## config.mk

```make
export PLATFORM = sky130hd
export DESIGN_NAME = page_frame_replacer_top
export DESIGN_NICKNAME = d
export VERILOG_FILES = /design/src/sv/pfr_pkg.sv /design/src/sv/pfr_table.sv /design/src/sv/pfr_lookup.sv /design/src/sv/page_frame_replacer_top.sv
export SDC_FILE = /design/constraint.sdc
export NUM_CORES = 1
export LEC_CHECK = 0
export ABC_AREA = 1
export BUFFER_PORTS_ARGS = -buffer_cell sky130_fd_sc_hd__buf_2
export CORE_ASPECT_RATIO = 1.1
export CORE_MARGIN = 8
export CORE_UTILIZATION = 64
export DETAILED_ROUTE_END_ITERATION = 16
export PLACE_DENSITY = 0.8
export SLEW_MARGIN = 20
export SYNTH_ARGS = -nofsm -noshare
export SYNTH_HDL_FRONTEND = slang
export SYNTH_HIERARCHICAL = 1
export SYNTH_SLANG_ARGS = --single-unit
```

## constraint.sdc

```tcl
create_clock -name clk -period 5.75 [get_ports clk]
set_clock_uncertainty 0.05 [all_clocks]
set_input_delay 1.725 -clock clk [delete_from_list [all_inputs] [get_ports clk]]
set_output_delay 1.725 -clock clk [all_outputs]
set_load 0.1 [all_outputs]
```

## src/sv/pfr_pkg.sv

```systemverilog
// Shared types and constants for the page frame replacer.
package pfr_pkg;

	localparam int FRAMES_DEF = 4;
	localparam int TASK_W     = 2;
	localparam int PAGE_W     = 8;
	localparam int FOUT_W     = 2;
	localparam int USAGE_W    = 9;

	localparam logic [USAGE_W-1:0] USAGE_LOAD = 9'd255;
	localparam logic [USAGE_W-1:0] USAGE_MAX  = 9'd511;
	localparam logic [USAGE_W-1:0] USAGE_FILL = USAGE_LOAD + 9'd1;

	typedef enum logic [0:0] {
		CMD_ACCESS  = 1'b0,
		CMD_RELEASE = 1'b1
	} cmd_t;

	typedef enum logic [1:0] {
		ST_HIT      = 2'd0,
		ST_FREE     = 2'd1,
		ST_EVICT    = 2'd2,
		ST_RELEASED = 2'd3
	} status_t;

	typedef struct packed {
		cmd_t              command;
		logic [TASK_W-1:0] task_id;
		logic [PAGE_W-1:0] page_number;
	} req_t;

	typedef struct packed {
		status_t           status;
		logic [FOUT_W-1:0] frame_index;
		logic [TASK_W-1:0] evicted_task;
		logic [PAGE_W-1:0] evicted_page;
	} rsp_t;

endpackage

```

## src/sv/pfr_table.sv

```systemverilog
// Frame table storage: owner, page and aged usage count per frame.
module pfr_table import pfr_pkg::*; #(
	parameter int FRAMES = FRAMES_DEF,
	localparam int FIDX_W = $clog2(FRAMES)
) (
	input  logic               clk,
	input  logic               arst_n,
	input  logic               proc,
	input  status_t            status,
	input  logic [FIDX_W-1:0]  sel,
	input  logic [TASK_W-1:0]  task_id,
	input  logic [PAGE_W-1:0]  page_number,
	output logic [FRAMES-1:0]  vld,
	output logic [TASK_W-1:0]  owner[FRAMES],
	output logic [PAGE_W-1:0]  page[FRAMES],
	output logic [USAGE_W-1:0] aged[FRAMES]
);

	logic [FRAMES-1:0]  vld_q;
	logic [TASK_W-1:0]  owner_q[FRAMES];
	logic [PAGE_W-1:0]  page_q[FRAMES];
	logic [USAGE_W-1:0] usage_q[FRAMES];

	// every item ages all nonzero counts by one before anything else
	always_comb begin
		for (int f = 0; f < FRAMES; f++) begin
			aged[f] = (usage_q[f] != '0) ? usage_q[f] - 1'b1 : usage_q[f];
		end
	end

	assign vld   = vld_q;
	assign owner = owner_q;
	assign page  = page_q;

	always_ff @(posedge clk or negedge arst_n) begin
		if (!arst_n) begin
			vld_q <= '0;
			for (int f = 0; f < FRAMES; f++) begin
				owner_q[f] <= '0;
				page_q[f]  <= '0;
				usage_q[f] <= USAGE_LOAD;
			end
		end else if (proc) begin
			for (int f = 0; f < FRAMES; f++) begin
				if (status == ST_RELEASED) begin
					usage_q[f] <= aged[f];
					if (vld_q[f] && owner_q[f] == task_id) begin
						vld_q[f]  <= 1'b0;
						page_q[f] <= '0;
					end
				end else if (FIDX_W'(f) == sel) begin
					if (status == ST_HIT) begin
						usage_q[f] <= (aged[f] != USAGE_MAX) ? aged[f] + 1'b1 : aged[f];
					end else begin
						vld_q[f]   <= 1'b1;
						owner_q[f] <= task_id;
						page_q[f]  <= page_number;
						usage_q[f] <= USAGE_FILL;
					end
				end else begin
					usage_q[f] <= aged[f];
				end
			end
		end
	end

	a_access_maps: assert property (@(posedge clk) disable iff (!arst_n)
		(proc && status != ST_RELEASED) |=> vld_q[$past(sel)] &&
		owner_q[$past(sel)] == $past(task_id) && page_q[$past(sel)] == $past(page_number))
		else $error("accessed frame does not hold the page");

	a_access_count: assert property (@(posedge clk) disable iff (!arst_n)
		(proc && status != ST_RELEASED) |=> usage_q[$past(sel)] != '0)
		else $error("accessed frame has zero usage");

	a_release_shrinks: assert property (@(posedge clk) disable iff (!arst_n)
		(proc && status == ST_RELEASED) |=> $countones(vld_q) <= $past($countones(vld_q)))
		else $error("release added a frame");

	a_access_grows: assert property (@(posedge clk) disable iff (!arst_n)
		(proc && status != ST_RELEASED) |=> $countones(vld_q) >= $past($countones(vld_q)))
		else $error("access dropped a frame");

endmodule

```

## src/sv/pfr_lookup.sv

```systemverilog
// Access decision: hit match, first free frame, least-used victim search.
module pfr_lookup import pfr_pkg::*; #(
	parameter int FRAMES = FRAMES_DEF,
	localparam int FIDX_W = $clog2(FRAMES)
) (
	input  logic [FRAMES-1:0]  vld,
	input  logic [TASK_W-1:0]  owner[FRAMES],
	input  logic [PAGE_W-1:0]  page[FRAMES],
	input  logic [USAGE_W-1:0] aged[FRAMES],
	input  logic [TASK_W-1:0]  task_id,
	input  logic [PAGE_W-1:0]  page_number,
	output status_t            status,
	output logic [FIDX_W-1:0]  sel,
	output logic [TASK_W-1:0]  ev_task,
	output logic [PAGE_W-1:0]  ev_page
);

	localparam int LEAVES = 1 << FIDX_W;

	logic              hit, free;
	logic [FIDX_W-1:0] hit_idx, free_idx, min_idx;
	logic              nv[2*LEAVES];
	logic [USAGE_W-1:0] nval[2*LEAVES];
	logic [FIDX_W-1:0] nidx[2*LEAVES];

	// priority encoders, lowest index wins
	always_comb begin
		hit      = 1'b0;
		free     = 1'b0;
		hit_idx  = '0;
		free_idx = '0;
		for (int f = FRAMES - 1; f >= 0; f--) begin
			if (vld[f] && owner[f] == task_id && page[f] == page_number) begin
				hit     = 1'b1;
				hit_idx = FIDX_W'(f);
			end
			if (!vld[f]) begin
				free     = 1'b1;
				free_idx = FIDX_W'(f);
			end
		end
	end

	// min tree over aged counts; on a tie the left (lower) index stays
	always_comb begin
		nv[0]   = 1'b0;
		nval[0] = '0;
		nidx[0] = '0;
		for (int i = 0; i < LEAVES; i++) begin
			nv[LEAVES+i]   = (i < FRAMES);
			nval[LEAVES+i] = (i < FRAMES) ? aged[i % FRAMES] : '0;
			nidx[LEAVES+i] = FIDX_W'(i);
		end
		for (int n = LEAVES - 1; n >= 1; n--) begin
			if (!nv[2*n] || (nv[2*n+1] && nval[2*n+1] < nval[2*n])) begin
				nv[n]   = nv[2*n+1];
				nval[n] = nval[2*n+1];
				nidx[n] = nidx[2*n+1];
			end else begin
				nv[n]   = nv[2*n];
				nval[n] = nval[2*n];
				nidx[n] = nidx[2*n];
			end
		end
		min_idx = nidx[1];
	end

	always_comb begin
		if (hit) begin
			status = ST_HIT;
			sel    = hit_idx;
		end else if (free) begin
			status = ST_FREE;
			sel    = free_idx;
		end else begin
			status = ST_EVICT;
			sel    = min_idx;
		end
		ev_task = owner[min_idx];
		ev_page = page[min_idx];
	end

endmodule

```

## src/sv/page_frame_replacer_top.sv

```systemverilog
// Top level of the page frame replacer: input register, lookup, result register.
//
//  channel | signals                    | payload
//  --------+----------------------------+--------------------------------------
//  request | req_valid / req_ready      | req: command, task_id, page_number
//  result  | rsp_valid / rsp_ready      | rsp: status, frame_index, evicted_*
//
// One item per cycle sustained while the result is taken; a request passes through
// the request register, then the match/min search over the frame table into
// the result register, which also writes the table.
// Reset leaves every frame free with usage 255; no warm-up.
// A stalled result holds the request register; req_ready drops only when both
// the request register and the result register are full.
module page_frame_replacer_top import pfr_pkg::*; #(
	parameter int FRAMES = FRAMES_DEF
) (
	input  logic clk,
	input  logic arst_n,
	input  logic req_valid,
	output logic req_ready,
	input  req_t req,
	output logic rsp_valid,
	input  logic rsp_ready,
	output rsp_t rsp
);

	localparam int FIDX_W = $clog2(FRAMES);

	logic               vld_s1;
	req_t               req_s1;
	logic               rsp_valid_q;
	rsp_t               rsp_q;
	logic               advance, proc;
	logic [FRAMES-1:0]  vld;
	logic [TASK_W-1:0]  owner[FRAMES];
	logic [PAGE_W-1:0]  page[FRAMES];
	logic [USAGE_W-1:0] aged[FRAMES];
	status_t            lk_status, status;
	logic [FIDX_W-1:0]  sel;
	logic [TASK_W-1:0]  ev_task;
	logic [PAGE_W-1:0]  ev_page;
	rsp_t               result;

	assign advance   = !rsp_valid_q || rsp_ready;
	assign req_ready = !vld_s1 || advance;
	assign proc      = vld_s1 && advance;
	assign rsp_valid = rsp_valid_q;
	assign rsp       = rsp_q;

	pfr_lookup #(.FRAMES(FRAMES)) u_lookup (
		.vld         (vld),
		.owner       (owner),
		.page        (page),
		.aged        (aged),
		.task_id     (req_s1.task_id),
		.page_number (req_s1.page_number),
		.status      (lk_status),
		.sel         (sel),
		.ev_task     (ev_task),
		.ev_page     (ev_page)
	);

	assign status = (req_s1.command == CMD_RELEASE) ? ST_RELEASED : lk_status;

	pfr_table #(.FRAMES(FRAMES)) u_table (
		.clk         (clk),
		.arst_n      (arst_n),
		.proc        (proc),
		.status      (status),
		.sel         (sel),
		.task_id     (req_s1.task_id),
		.page_number (req_s1.page_number),
		.vld         (vld),
		.owner       (owner),
		.page        (page),
		.aged        (aged)
	);

	always_comb begin
		result.status       = status;
		result.frame_index  = '0;
		result.evicted_task = '0;
		result.evicted_page = '0;
		if (status != ST_RELEASED)
			result.frame_index = FOUT_W'(sel);
		if (status == ST_EVICT) begin
			result.evicted_task = ev_task;
			result.evicted_page = ev_page;
		end
	end

	always_ff @(posedge clk or negedge arst_n) begin
		if (!arst_n) begin
			vld_s1      <= 1'b0;
			rsp_valid_q <= 1'b0;
		end else begin
			if (req_ready)
				vld_s1 <= req_valid;
			if (advance)
				rsp_valid_q <= vld_s1;
		end
	end

	always_ff @(posedge clk) begin
		if (req_valid && req_ready)
			req_s1 <= req;
		if (proc)
			rsp_q <= result;
	end

	a_no_overrun: assert property (@(posedge clk) disable iff (!arst_n)
		(vld_s1 && rsp_valid_q && !rsp_ready) |-> !req_ready)
		else $error("request taken with pipeline full");

	a_release_fields: assert property (@(posedge clk) disable iff (!arst_n)
		proc && status == ST_RELEASED |=> rsp_q.frame_index == '0 &&
		rsp_q.evicted_task == '0 && rsp_q.evicted_page == '0)
		else $error("release result carries frame data");

	a_evict_full: assert property (@(posedge clk) disable iff (!arst_n)
		(proc && status == ST_EVICT) |-> vld == '1)
		else $error("eviction with a free frame");

endmodule

```

; ---- Word level (Yosys, flattened, before mapping)
; Index checks and enable logic that the tools add are counted.
[op_classes]
bitwise_logic = 3
magnitude_cmp = 4
mux = 78
n_eq_ne = 23
addsub = 8
reduce_logical = 32
[op_table]
columns = op, count
row1 = $mux 9, 22
row2 = $mux 8, 15
row3 = $add 9x1->9 const B, 4
row4 = $ne 9x9->1 const B, 4
row5 = $reduce_bool 9->1, 4
row6 = $sub 9x1->9 const B, 4
row7 = $eq 8x8->1, 4
row8 = $mux 2, 16
row9 = $reduce_and 4->1, 8
row10 = $lt 9x9->1, 3
row11 = $mux 1, 23
row12 = $bmux 8 s2, 1
row13 = $logic_and 1x1->1, 10
row14 = $ne 2x2->1 const B, 5
row15 = $eq 2x2->1, 4
row16 = $reduce_bool 2->1, 4
row17 = $bmux 2 s2, 1
row18 = $eq 2x2->1 const A, 2
row19 = $eq 2x2->1 const B, 2
row20 = $logic_not 2->1, 2
row21 = $ge 3x3->1 const B, 1
row22 = $not 2->3, 1
row23 = $eq 1x2->1 const A, 1
row24 = $logic_not 1->1, 2
row25 = other kinds (3), 5
[word_totals]
regBits = 107
out_inout_bits = 16
input_bits = 15

; ---- Depth between registers and ports, before layout
; Gate-level depths: netlist of run 1.
[logic_depth]
depth_word = 13
depth_mapped = 40

; ---- Cells and area by module
; Netlist of run 1, hierarchy kept.
[by_module_without_submodules]
columns = module, area_each_um2, instances, cells_each
row1 = pfr_table, 5870.6, 1, 837
row2 = pfr_lookup, 2008.2, 1, 381
row3 = page_frame_replacer_top, 993.5, 1, 67

; ---- Least setup slack after synthesis of run 1
; OpenSTA, ideal clock, no wires.
[synth_timing]
path_type = flip-flop to flip-flop
from = register u_table/usage_q[9] (netlist name)
to = register u_table.page_q (netlist bit u_table/page[10])
setup_slack_ns = 0.486
path_buffers = 4
arrival_ns = 5.081
stages_incl_launch_ff = 36
t_required_ns = 5.567
period_less_slack_ns = 5.264
cell_sequence = dfstp_2 -> inv_2 -> ha_1 -> nand2_1 -> nor2_1 -> nand2_1 -> buf_6 -> nand3_1 -> inv_1 -> inv_1 -> ha_1 -> nand2_1 -> nor2_1 -> nand3_1 -> nand3_1 -> clkinv_1 -> buf_1 -> nand2_1 -> o21ai_0 -> ha_1 -> nand2_1 -> inv_1 -> nand3_1 -> inv_1 -> a21oi_1 -> nand3_2 -> buf_2 -> nand2_1 -> nand2_1 -> nand3_1 -> nor2_1 -> inv_1 -> nor2_1 -> o21ai_1 -> clkbuf_1 -> o21ai_0
[synth_rtl]
columns = item, line_no
row1 = start: declaration, pfr_table.sv:22  ; logic [USAGE_W-1:0] usage_q[FRAMES];
row2 = start signal: indexed assignment, pfr_table.sv:46  ; usage_q[f] <= aged[f];
row3 = start signal: indexed assignment, pfr_table.sv:53  ; usage_q[f] <= (aged[f] != USAGE_MAX) ? aged[f] + 1'b1 : aged[f];
row4 = start signal: indexed assignment, pfr_table.sv:61  ; usage_q[f] <= aged[f];
row5 = end signal: indexed assignment, pfr_table.sv:57  ; page_q[f] <= page_number;
row6 = end: declaration, pfr_table.sv:21  ; logic [PAGE_W-1:0] page_q[FRAMES];

==> impl_metrics.csv, run 1 <==
group,metric,value,unit
synthesis,netlist_area,0.00887,mm²
cts,numCtsBuffers,9,
synthesis,ys_seq_area_share,32.0,%
route,totalWireLength,22400,µm
synthesis,synthDistinctLibCells,53,
critical_path,worstSetupPathType,"reg -> reg",
placement,dp_cells,1489,
sta,slew_viol_final,0,
cts,cts_htree_levels,3,
sta,fin_ws,0.422,ns
sta,tightest_slew,0.756,ns
final_layout,diodes,0,
run_status,status,"complete, no violations",
synthesis,synth_fp_nets,1337,
synthesis,ys_top_cells_by_count,"363 x nand2_1, 187 x inv_1, 106 x nand3_1",
critical_path,path_common_cell,"inv_1",
route,vias,8449,
synthesis,ys_warn_count,6,
cts,cts.sink_count,107,
placement,portBuffers,30,
grt,track_usage,25.6,%
cts,cts_max_path_buffers,2,
route,drt-vias-per-instance,5.60,
sta,layout_min_cycle_time,5.33,ns
sta,max_freq,0.188,GHz
sta,max-slew-margin-rel,49.6,%
synthesis,synth_async_sr_flop_share,76.6,%
critical_path,critPathBufInv,6,
route,firstDrtPassIters,8,
critical_path,critPathLaunchType,"register",
synthesis,synth_top_cell_area_share,15.4,%
critical_path,cp.required,5.96,ns
critical_path,cp-end-kind,"register",
critical_path,cp_slowest_cell,"dfstp_2",
route,drcViolationCount,0,
floorplanning,io_pins,31,
final_layout,fin_util,70.2,%
critical_path,crit_arrival,5.53,ns
route,avgRoutedWirePerCell,14.8,µm
critical_path,cp_top_family,"simple AND/OR/NAND/NOR gates",
cts,cts_tree,"yes",
floorplanning,die_w,128,µm
placement,dpl.hpwl,16500,µm
floorplanning,start_util,64.8,%
grt,grt_max_degree,60,
route,final_antenna_net_count,0,
floorplanning,rows,45,
floorplanning,chipHeight,139,µm
synthesis,synth.most_common_cell,"nand2_1",
worst_hold_path,hold_path_class,"reg -> reg",
synthesis,synth.largest_area_cell,"nand2_1",
final_layout,instances_no_fill,1508,
cts,root_buffer,"clkbuf_16",
cts,clk_pin_slew,0.07,ns
synthesis,ys_top_cells_by_area,"nand2_1 15%, dfrtp_1 14%, dfstp_2 9.5%, edfxtp_1 8.5%, inv_1 7.9%",
grt,grt_pass1_wl,37400,µm
synthesis,avgSynthCellArea,6.90,µm²
final_layout,nFillCells,1188,
sta,holdWs,0.441,ns
grt,antenna_found_initial,0,
sta,finalCritPeriodShare,92.7,%
critical_path,critPathMaxStageDelay,0.56,ns
route,drtIter0Drc,786,
job,cap_violations,0,
grt,overflow,0,
floorplanning,core_area,0.0137,mm²
cts,clock_latency,0.36,ns
placement,pre_cts_ws,-0.150,ns
synthesis,netlist_instances,1285,
synthesis,ys.flop_type,"dfrtp_1",
sta,setup_viol,0,
sta,hold_viol,0,
final_layout,fin_nets,1367,
final_layout,drive_gt1_share,17.2,%
final_layout,areaGrowthSynthToFinish,8.22,%
synthesis,synth-edff-count,25,
critical_path,cp_max_fo,19,
synthesis,synth_seq_cells,107,
placement,gp_congestion,0.970,
cts,cts_hold_buf,0,
grt,grt_pass1_vias,8012,
floorplanning,dieArea,0.0179,mm²
-- cells by family after synthesis --
family	share of synthesized area [%]
AOI/OAI and AO/OA	12.0
xor gates and xnor gates	3.53
adders and majority gates	5.22
buffers and inverters	11.0
DFF	32.0
and+or+nand+nor	36.2
-- tightest hold or removal path, cell delays in order (launching register included) --
cell     delay (ns)
dfstp_2        0.39
nand2_1        0.06
nand2_1        0.05
-- area by class of cell --
| cell class | instances | area, µm² | area share [%] |
|---|---|---|---|
| clock buffer | 9 | 225 | 2.35 |
| clock inverter | 7 | 61.3 | 0.639 |
| inverter | 210 | 792 | 8.25 |
| multi-input combinational | 937 | 5130 | 53.4 |
| sequential | 107 | 2840 | 29.6 |
| tap | 188 | 235 | 2.45 |
| timing repair buffer | 49 | 308 | 3.21 |
| timing repair inverter | 1 | 7.51 | 0.0782 |
-- what timing repair did --
item,CTS,global route
endpoints found under the setup margin,27,70
cloned,0,1
setup buffers,0,2
pin swaps,0,1
endpoints found under the hold margin,0,0
gates resized for setup,3,15
-- through the flow --
| step | setup TNS, ns | instance area, µm² |
|---|---|---|
| after floorplan | 0 | 8870 |
| after global placement | 0 | 9220 |
| after detailed placement | -2.51 | 9220 |
| after CTS | 0 | 9510 |
| after global routing | -0.0203 | 9600 |
| final | 0 | 9600 |
-- flip-flops by register name (all words and copies together) (netlist names) --
name and flops:
req_s1 11, rsp 14, rsp_valid 1, u_table/owner 8, u_table/page 32, u_table/usage_q 36, u_table/vld 4, vld_s1 1
-- layer usage --
metal	GRT usage (%)	vias to the layer above	routed length [µm]
met4	11.0	0	571
met1	32.2	3831	9470
met5	0	-	0
met3	4.05	51	1540
met2	42.2	374	10800
li1	-	4193	-
-- worst paths after layout --
kind,start,endpoint,slack [ns],cells after the start
setup reg to reg,u_table/usage_q[27]$_DFFE_PN1P_,u_table/page[29]$_DFFE_PN0P_,0.42,28
setup / recovery,u_table/usage_q[27]$_DFFE_PN1P_,u_table/page[29]$_DFFE_PN0P_,0.42,28
min in group asynchronous,arst_n,rsp_valid$_DFFE_PN0P_,1.38,1
max in group asynchronous,arst_n,u_table/usage_q[24]$_DFFE_PN1P_,3.41,2
hold reg to reg,u_table/usage_q[7]$_DFFE_PN1P_,u_table/usage_q[7]$_DFFE_PN1P_,0.44,2
hold / removal,u_table/usage_q[7]$_DFFE_PN1P_,u_table/usage_q[7]$_DFFE_PN1P_,0.44,2
-- layout by cell type, fill, tap and decap left out, types with 9 or more instances in the layout --
| cell type | n |
|---|---|
| nand2_1 | 360 |
| clkbuf_16 | 9 |
| buf_4 | 19 |
| buf_2 | 29 |
| nand2_2 | 16 |
| o21ai_0 | 88 |
| dfrtp_1 | 50 |
| nor2_2 | 27 |
| edfxtp_1 | 25 |
| nor2_4 | 15 |
| nand4_1 | 25 |
| xor2_1 | 19 |
| o21ai_1 | 20 |
| nand3_1 | 105 |
| nand3_2 | 13 |
| inv_1 | 187 |
| nor2_1 | 89 |
| inv_2 | 21 |
| a21oi_1 | 45 |
| ha_1 | 37 |
| dfstp_2 | 32 |
Power of run 1 is left out: the tool's default activity adds up to more than one toggle a clock period on the data nets, which glitch-free logic cannot reach.
==> inputs of run 2 (changes only) <==
--- a/config.mk
+++ b/config.mk
@@ -5,13 +5,12 @@
 export SDC_FILE = /design/constraint.sdc
 export NUM_CORES = 1
 export LEC_CHECK = 0
-export ABC_AREA = 1
 export BUFFER_PORTS_ARGS = -buffer_cell sky130_fd_sc_hd__buf_2
 export CORE_ASPECT_RATIO = 1.1
 export CORE_MARGIN = 8
-export CORE_UTILIZATION = 64
+export CORE_UTILIZATION = 63
 export DETAILED_ROUTE_END_ITERATION = 16
-export PLACE_DENSITY = 0.8
+export PLACE_DENSITY = 0.79
 export SLEW_MARGIN = 20
 export SYNTH_ARGS = -nofsm -noshare
 export SYNTH_HDL_FRONTEND = slang
==> run 2 against run 1 <==
Effect of this change: the run now ends with negative setup slack left; flip-flop and latch count stayed put; area after synthesis down 8.0%; first-iteration DRC count fell by 2.4%; synthesized cell count shrank 31%; setup slack got worse by 0.46 ns; die area decreased by 5.7%; routed wire length increased by 9.1%; largest cell class unchanged.
==> impl_metrics.csv, run 2 <==
group,metric,value,unit
grt,grt_pass1_wl,36900,µm
cts,cts_hold_buf,0,
final_layout,largest-register,"u_table/usage_q",
synthesis,synth_top_cell_area_share,15.3,%
route,final_antenna_net_count,0,
floorplanning,start_util,64.6,%
critical_path,worstSetupPathType,"reg -> reg",
route,vias,7645,
final_layout,final_common_cell,"buf_4",
critical_path,rr_startpoint,"u_table/usage_q[12]$_DFFE_PN1P_",
critical_path,cp_max_fo,8,
synthesis,synth_fp_nets,945,
grt,grt_max_degree,51,
grt,grt_pass1_vias,7505,
final_layout,fin_util,79.8,%
grt,overflow,0,
cts,cts.sink_count,107,
floorplanning,die_w,125,µm
cts,clock_latency,0.36,ns
grt,track_usage,26.8,%
cts,cts_htree_levels,3,
final_layout,diodes,0,
floorplanning,chipHeight,135,µm
final_layout,areaGrowthSynthToFinish,23.5,%
cts,numCtsBuffers,9,
floorplanning,core_area,0.0126,mm²
route,drt-vias-per-instance,6.55,
sta,tightest_slew,0.893,ns
sta,fin_ws,-0.0352,ns
final_layout,seq_area,0.00284,mm²
final_layout,final_cell_mix,"104 x buf_4, 56 x inv_1, 56 x xnor2_1, 54 x nand2_1, 53 x nor2_1",
sta,hold_viol,0,
route,drtIter0Drc,767,
floorplanning,io_pins,31,
synthesis,ys_seq_area_share,34.8,%
synthesis,ys_top_cells_by_count,"67 x inv_1, 61 x nand2_1, 59 x xnor2_1",
floorplanning,dieArea,0.0169,mm²
worst_hold_path,min-delay-start,"u_table/usage_q[32]$_DFFE_PN1P_",
critical_path,crit_arrival,6.00,ns
placement,gp_congestion,0.950,
sta,max_freq,0.173,GHz
placement,portBuffers,30,
synthesis,netlist_instances,893,
route,drcViolationCount,0,
synthesis,ys_warn_count,6,
final_layout,drive_gt1_share,34.6,%
sta,slew_viol_final,0,
critical_path,startpoint,"u_table/usage_q[12]$_DFFE_PN1P_",
cts,cts_tree,"yes",
run_status,status,"finished with violations",
final_layout,nFillCells,755,
cts,root_buffer,"clkbuf_16",
route,totalWireLength,24400,µm
critical_path,cp.required,5.97,ns
grt,antenna_found_initial,0,
critical_path,r2r_end,"u_table/usage_q[14]$_DFFE_PN1P_",
run_status,violations,"negative setup slack",
final_layout,largest_register_ffs,36,
placement,pre_cts_ws,-0.176,ns
critical_path,reg2reg_slack,-0.04,ns
final_layout,multi_input_area,0.00542,mm²
synthesis,ys_top_cells_by_area,"dfrtp_1 15%, dfstp_2 10%, edfxtp_1 9.2%, xnor2_1 6.3%, mux2_2 5.8%",
worst_hold_path,hold_path_class,"reg -> reg",
synthesis,netlist_area,0.00817,mm²
synthesis,synth.most_common_cell,"inv_1",
synthesis,avgSynthCellArea,9.15,µm²
sta,rsz0062_at_grt,"yes",
synthesis,synth.largest_area_cell,"dfrtp_1",
sta,setup_viol,1,
critical_path,critPathLaunchType,"register",
cts,cts_max_path_buffers,2,
sta,max-slew-margin-rel,40.5,%
route,avgRoutedWirePerCell,20.9,µm
job,cap_violations,0,
synthesis,synthDistinctLibCells,85,
synthesis,synth_seq_cells,107,
route,firstDrtPassIters,8,
critical_path,endpoint,"u_table/usage_q[14]$_DFFE_PN1P_",
sta,layout_min_cycle_time,5.79,ns
final_layout,fin_nets,1058,
sta,tns,-0.0352,ns
sta,finalCritPeriodShare,101,%
placement,dpl.hpwl,17200,µm
critical_path,cp-end-kind,"register",
synthesis,synth-edff-count,25,
cts,clk_pin_slew,0.08,ns
critical_path,rr_worst_depth,26,
synthesis,ys.flop_type,"dfrtp_1",
synthesis,synth_async_sr_flop_share,76.6,%
floorplanning,rows,43,
run 2: changes by cell type after synthesis, moves of 22 or more:
cell | previous run | this run
xnor2_1 | 8 | 59
nor2b_1 | 0 | 22
mux2_2 | 0 | 42
nand2_1 | 363 | 61
o21ai_0 | 88 | 37
nor2_2 | 24 | 0
inv_1 | 187 | 67
nand3_1 | 106 | 18
mux2i_1 | 0 | 22
nor2_1 | 94 | 56
run 2: per-layer routing:
metal	vias up	track usage, %	routed length, µm
li1	3487	-	-
met1	3723	29.3	9170
met2	346	48.7	12800
met3	89	3.52	1260
met4	0	16.3	1200
met5	-	0	0
run 2: cells by family after synthesis:
| family | share of synthesized area (%) |
|---|---|
| XOR/XNOR | 7.61 |
| adder cells (fa/ha/maj) | 5.67 |
| AO/OA/AOI/OAI | 16.1 |
| flip-flops | 34.8 |
| AND/OR/NAND/NOR | 21.3 |
| multiplexers | 8.67 |
| buffers and inverters | 5.78 |
run 2: metrics by stage:
stage	std cells	hold WS, ns	area, µm²
finish	1168	0.472	10100
global route	1168	0.481	10100
CTS	1144	0.456	9580
detailed placement	1127	0.441	9250
global placement	1127	0.422	9250
floorplan	893	0.399	8460
run 2: worst min-delay path by stage:
stage | to | slack (ns) | cells after the start
floorplan | rsp_valid$_DFFE_PN0P_ | 0.40 | 1
global placement | rsp_valid$_DFFE_PN0P_ | 0.42 | 1
detailed placement | u_table/usage_q[32]$_DFFE_PN1P_ | 0.44 | 2
CTS | u_table/usage_q[32]$_DFFE_PN1P_ | 0.46 | 2
global route | u_table/usage_q[32]$_DFFE_PN1P_ | 0.48 | 2
finish | u_table/usage_q[32]$_DFFE_PN1P_ | 0.47 | 2
run 2: timing repair:
action	4_1_cts	5_1_grt
setup buffers	1	24
pin swaps	4	26
endpoints found under the setup margin	30	74
endpoints found under the hold margin	0	0
resized for setup	9	72
gates cloned	0	0
run 2: final cells by class:
| cell class | instances | area share, % |
|---|---|---|
| Timing Repair Buffer | 144 | 10.8 |
| Clock inverter | 7 | 0.583 |
| Clock buffer | 9 | 2.23 |
| Tap cell | 157 | 1.95 |
| Multi-Input combinational cell | 677 | 53.7 |
| Sequential cell | 107 | 28.2 |
| Inverter | 67 | 2.54 |
run 2: critical path: stages, from the launching register on:
cell and delay, ns:
dfstp_2 0.41, nor4_4 0.56, nand2_1 0.16, mux2i_1 0.36
inv_1 0.18, inv_1 0.12, ha_1 0.25, a21oi_1 0.17
o21ai_1 0.15, a21oi_4 0.19, buf_4 0.19, nand2_1 0.07
o21ai_0 0.12, ha_1 0.31, buf_4 0.15, a21oi_2 0.17
o41ai_4 0.12, a221oi_4 0.23, buf_4 0.17, nor3_4 0.03
nor3_2 0.14, or3b_4 0.42, nor4_4 0.26, nand2_2 0.12
or3_1 0.37, o21ai_1 0.13, o22ai_1 0.09
Power of run 2 is left out for the same reason.
